==> config.mk <==
export PLATFORM = sky130hd
export DESIGN_NAME = chrl_ctrl
export DESIGN_NICKNAME = d
export VERILOG_FILES = /design/src/sv/chrl_pkg.sv /design/src/sv/chrl_ctrl.sv
export SDC_FILE = /design/constraint.sdc
export NUM_CORES = 1
export LEC_CHECK = 0
export BUFFER_PORTS_ARGS = -buffer_cell sky130_fd_sc_hd__buf_2
export CORE_MARGIN = 2
export CORE_UTILIZATION = 14
export DETAILED_ROUTE_END_ITERATION = 10
export GPL_ROUTABILITY_DRIVEN = 0
export PLACE_DENSITY = 0.75
export SETUP_SLACK_MARGIN = 0.05
export SLEW_MARGIN = 0
export SYNTH_ARGS = -nofsm -noshare
export SYNTH_HDL_FRONTEND = slang
export SYNTH_SLANG_ARGS = --single-unit
export TNS_END_PERCENT = 1
==> constraint.sdc <==
create_clock -name clk -period 1.2 [get_ports clk]
set_clock_uncertainty 0.1 [all_clocks]
set_input_delay 0.24 -clock clk [delete_from_list [all_inputs] [get_ports clk]]
set_output_delay 0.24 -clock clk [all_outputs]
set_load 0.05 [all_outputs]
==> src/sv/chrl_pkg.sv <==
// Shared types, constants and CRC helper for the hash ring lookup.
// No dependencies; compiled before every other file.
`default_nettype none

package chrl_pkg;

  localparam int unsigned MAX_POINTS_DEF = 4096;
  localparam int unsigned MAX_NODES_DEF  = 256;

  localparam int unsigned CNT_W  = 13;
  localparam int unsigned SLOT_W = 12;
  localparam int unsigned HASH_W = 32;
  localparam int unsigned NODE_W = 8;

  localparam logic [HASH_W-1:0] CRC_INIT = 32'hffffffff;
  localparam logic [HASH_W-1:0] CRC_XOR  = 32'hffffffff;

  // Reflected CRC-32 (0xedb88320), one nibble per entry.
  localparam logic [HASH_W-1:0] NIB_TABLE [16] = '{
    32'h00000000, 32'h1db71064, 32'h3b6e20c8, 32'h26d930ac,
    32'h76dc4190, 32'h6b6b51f4, 32'h4db26158, 32'h5005713c,
    32'hedb88320, 32'hf00f9344, 32'hd6d6a3e8, 32'hcb61b38c,
    32'h9b64c2b0, 32'h86d3d2d4, 32'ha00ae278, 32'hbdbdf21c
  };

  typedef enum logic {
    CMD_POINT = 1'b0,
    CMD_KEY   = 1'b1
  } cmd_t;

  typedef struct packed {
    cmd_t              cmd;
    logic [SLOT_W-1:0] point_slot;
    logic [HASH_W-1:0] point_hash;
    logic [NODE_W-1:0] point_node;
    logic [7:0]        key_byte;
    logic              key_last;
  } in_item_t;

  typedef struct packed {
    logic [NODE_W-1:0] node_index;
    logic [HASH_W-1:0] key_hash;
  } out_item_t;

  // Controller to datapath commands.
  typedef struct packed {
    logic fold;        // fold key byte into CRC
    logic close;       // key ends: latch final hash, rearm CRC
    logic wr_pt;       // write one ring point
    logic scan_start;  // rewind scan address
    logic rd_en;       // read slot at scan address, advance
    logic finish;      // launch the result
  } ctl_t;

  // Datapath to controller status.
  typedef struct packed {
    logic hit;      // registered slot qualifies
    logic last_rd;  // scan address is the last slot in use
  } sts_t;

  function automatic logic [HASH_W-1:0] crc_nib(logic [HASH_W-1:0] c, logic [3:0] n);
    return NIB_TABLE[c[3:0] ^ n] ^ (c >> 4);
  endfunction

  function automatic logic [HASH_W-1:0] crc_byte(logic [HASH_W-1:0] c, logic [7:0] b);
    return crc_nib(crc_nib(c, b[3:0]), b[7:4]);
  endfunction

endpackage

`default_nettype wire

==> src/sv/chrl_ctrl.sv <==
// Control state machine of the hash ring lookup: takes items, runs the scan.
// Depends on chrl_pkg.
`default_nettype none

module chrl_ctrl (
  input  wire logic              clk,
  input  wire logic              rst_n,
  input  wire logic              start,
  input  wire chrl_pkg::in_item_t in_item,
  input  wire chrl_pkg::sts_t    sts,
  output logic                   busy,
  output chrl_pkg::ctl_t         ctl
);
  import chrl_pkg::*;

  typedef enum logic [2:0] {
    ST_IDLE  = 3'b001,
    ST_SCAN  = 3'b010,
    ST_DRAIN = 3'b100
  } state_t;

  state_t state_r, state_nxt;
  logic   accept;

  assign busy   = (state_r != ST_IDLE);
  assign accept = start && !busy;

  always_comb begin
    state_nxt      = state_r;
    ctl            = '0;
    ctl.fold       = accept && (in_item.cmd == CMD_KEY);
    ctl.close      = ctl.fold && in_item.key_last;
    ctl.wr_pt      = accept && (in_item.cmd == CMD_POINT);
    unique case (state_r)
      ST_IDLE: begin
        if (ctl.close) begin
          ctl.scan_start = 1'b1;
          state_nxt      = ST_SCAN;
        end
      end
      ST_SCAN: begin
        if (sts.hit) begin
          ctl.finish = 1'b1;
          state_nxt  = ST_IDLE;
        end else begin
          ctl.rd_en = 1'b1;
          if (sts.last_rd) state_nxt = ST_DRAIN;
        end
      end
      ST_DRAIN: begin
        // last slot's data is in the read register; hit or wrap
        ctl.finish = 1'b1;
        state_nxt  = ST_IDLE;
      end
      default: state_nxt = ST_IDLE;
    endcase
  end

  always_ff @(posedge clk) begin
    if (!rst_n) begin
      state_r <= ST_IDLE;
    end else begin
      state_r <= state_nxt;
    end
  end

endmodule

`default_nettype wire

---- Yosys cells after proc, flatten, opt, wreduce, memory -nomap -nowiden ----
Cells that the tools add are included.
storage, ports and cells
  bits in registers ....................... 3
  input bits .............................. 67
cells by class
  equality and inequality tests ........... 6
  mux-type cells .......................... 10
  bitwise logic cells ..................... 1
  reductions and logical operators ........ 6
operators by type and width
  kind                                                    number
  two-way mux 3 bit                                       3
  case mux 3 bit (2 select lines)                         1
  two-way mux 1 bit                                       5
  logical AND 1 bit                                       4
  == test 3 x 1 -> 1 bit (second input constant)          1
  == test 3 x 2 -> 1 bit (second input constant)          1
  == test 3 bit (second input constant)                   1
  inequality test 3 x 1 -> 1 bit (second input constant)  1
  inequality test 3 bit (second input constant)           1
  inequality test 2 bit (second input constant)           1
  case mux 1 bit (2 select lines)                         1
  AND reduction 2 bit                                     1
  zero test 1 bit                                         1
  NOT 1 bit                                               1

---- Depth between registers and ports, before layout ----
  depth after elaboration ................. 7
  gate-level depth with buffers ........... 2
  mapped depth without buffers ............ 2

---- Least setup slack after synthesis ----
OpenSTA, ideal clock, no wires.
  path kind ............................... register -> output
  from .................................... register state_r[2]
  to ...................................... output ctl[0] in the netlist's numbering
  arrival ................................. 1404 ps
  required time ........................... 860 ps
  path slack .............................. -544 ps
  stages on the path, launching flop included .. 3
  path buffers ............................ 0
  cell sequence ........................... dfxtp_1 -> or2b_1 -> a21oi_1
RTL lines
  item                    RTL line         source
  start, declared         chrl_ctrl.sv:22  state_t state_r, state_nxt;
  start signal, assigned  chrl_ctrl.sv:63  state_r <= state_nxt;
  end, declared           chrl_ctrl.sv:12  output chrl_pkg::ctl_t ctl

==> reports/results.txt <==
status: complete, but fails checks
failing checks: negative setup slack
Top FF cell, synth: dfxtp_1
fin crit period: 1.57 ns
drt pass-1 iters: 4
first-pass GRT wire length: 752 um
Remaining Overflow, GRT: 0
Worst-path clk slew: 0.04 ns
total core area: 1250 sq um
minimum hold slack: 0.148 ns
Int Power: 0.272 mW
root buf cell: clkbuf_4
Max-cap violations: 0
Worst EP required: 0.86 ns
largest fanout on the critical path: 5
die area: 1610 sq um
actual slew at the worst max-slew pin: 0.236 ns
DRC viols: 0
Final ANT Viol Nets: 0
Design Area, Final: 408 sq um
largest net degree at the start of global routing: 6
Total GRT Usage: 0.0778
Area contributors post-synth: dfxtp_1 33%, and3_1 14%, nor4b_4 13%
RSZ-0062 raised after global routing: true
WL/cell: 9.02 um
sequential share of the synthesized area: 0.329
Yosys cell types: 14
Initial Utilization: 0.146
Clock Path Buffers: 2
fin crit share: 1.31
layout cells sized above 1: 0.683
count of pins over their slew limit: 0
cell area power density: 944 nW/um^2
Die Width: 40.1 um
post-synth top area share: 0.329
largest family of logic cells by synthesized area: simple AND/OR/NAND/NOR gates
Slowest Stage Delay on Critical Path: 0.35 ns
mux cell area share after synthesis: 0
initial antenna violation count: 0
detailed placement HPWL: 370 um
P_sw: 0.113 mW
Rel. slew slack: 0.842
most common cell in the netlist: and3_1
Seq pwr share: 0.268
Setup Viol. Count Final: 7
routed vias: 228
largest area contributor in the netlist: dfxtp_1
Synthesis Warnings: 0
CTS Buf Count: 3
later-pin clock latency in the skew report: 0.23 ns
PortBufs: 13
chip height: 40.1 um
clk sink count: 3
H-tree depth: 1
nets: 109
Mapped Nets: 86
crit path DAT: 1.23 ns
Post-Synth Adder-Cell Area: 0
Final Hold Vio Count: 0
Crit. End Element: output pin
Post-synth EDFFs: 0
largest register by flop count: state_r
worst min-delay path class: input port to flop
R2R depth: 4
post-synthesis area per instance: 9.61 sq um
# fillers: 132
class of the most critical setup path: flop to output pin
n_diodes: 0
Post-CTS Hold Buffers: 0
Max stage delay cell, worst path: and4bb_2
Clock power frac: 0.472
Synth Instances: 19
Post-Synth XOR/XNOR Area: 0
Synth Area in Compound Gates: 0.123
Initial DRC Count: 2
Layout area overhead: 123%
number of vias per cell: 4.07
max FFs per register: 3
WHS Path Cells: 2
DP Area: 312 sq um
Gate power share: 0.260
Mapped Area: 183 sq um
leakage: 0.188 nW
Synth top cells by count: 4 x and3_1, 3 x dfxtp_1
fmax: 637 MHz
vias in the first global route: 213
type of origin of the critical path: flop
cells along the critical path: and4bb_2, and3_4, buf_8
CTS tree: built
Top Registers: state_r x3
switching share of power: 0.293
I/O Pins: 74
worst vdd ir: 0.000351 V
Setup WS pre-CTS: -0.235 ns
Async SR Flop Fraction: 0
setup ws final: -0.371 ns
Synth Area in Simple Gates: 0.527
Rows: 13
WL final: 505 um
#FFs+latches synth: 3
through the flow:
| step | std cells | setup TNS [ns] | total power, mW | utilization |
|---|---|---|---|---|
| final | 56 | -2.18 | 0.385 | 0.326 |
| after global routing | 56 | -2.67 | 0.409 | 0.326 |
| after CTS | 56 | -2.28 | 0.390 | 0.326 |
| after detailed placement | 51 | -1.23 | 0.182 | 0.249 |
| after global placement | 51 | -1.11 | 0.181 | 0.249 |
| after floorplan | 19 | -1.88 | 0.155 | - |
area by class of cell:
type                            count  area, sq um  share of cell area
Timing Repair Buffer               18          158               0.387
Inverter                            1         3.75             0.00920
Tap cell                           15         18.8              0.0460
Multi-Input combinational cell     15          140               0.344
Clock buffer                        4         26.3              0.0644
Sequential cell                     3         61.3               0.150
timing repair:
action / CTS / global route
endpoints found under the setup margin: 10 / 10
setup buffers: 1 / 0
resized for setup: 19 / 0
cloned: 0 / 0
pin swaps: 6 / 1
power groups by stage:
| stage | logic (mW) | registers, mW | clock network (mW) |
|---|---|---|---|
| 2_1_floorplan | 0.0490 | 0.106 | 0 |
| 3_3_place_gp | 0.0765 | 0.104 | 0 |
| 3_5_place_dp | 0.0775 | 0.104 | 0 |
| 4_1_cts | 0.100 | 0.103 | 0.187 |
| 5_1_grt | 0.105 | 0.103 | 0.201 |
| 6_report | 0.100 | 0.103 | 0.182 |
layer usage:
metal / track usage / up-vias / share of wire
met5: 0 / - / 0
met2: 0.101 / 9 / 0.51
met4: 0.129 / 0 / 0
met1: 0.0752 / 102 / 0.39
met3: 0.0278 / 0 / 0.10
li1: - / 117 / -
worst max-delay path: cells and delay by family (launching register included):
family | cells | cell delay (ns)
AND/OR/NAND/NOR | 2 | 0.55
buffers and inverters | 1 | 0.14
flip-flops | 1 | 0.31
final timing paths:
| check | startpoint | slack (ns) | endpoint |
|---|---|---|---|
| hold reg to reg | state_r[0] | 0.72 | state_r[0] |
| setup reg to reg | state_r[0] | 0.02 | state_r[2] |
| setup / recovery | state_r[1] | -0.37 | ctl[4] |
| hold / removal | rst_n | 0.15 | state_r[0] |
logic make-up (layout without fill, tap and decap cells):
logic type	after synthesis	after routing
simple gates	12	12
flops	3	3
compound gates	3	3
buf+inv	1	23
cells in the final DEF, fill, tap and decap left out:
cell type and n:
clkbuf_1 1, nor2b_4 1, buf_4 4, buf_8 2, a32o_1 1, nor4b_4 1, nand3b_1 1, dfxtp_2 1
or2b_1 1, buf_2 6, and3_1 2, and2_1 1, clkbuf_4 3, dfxtp_1 2, a21oi_2 1, nand2_1 1
inv_1 1, a22oi_1 1, and3_4 2, nor2_1 1, buf_6 6, and4bb_2 1
Note: power is estimated with default switching activity, not from simulation.
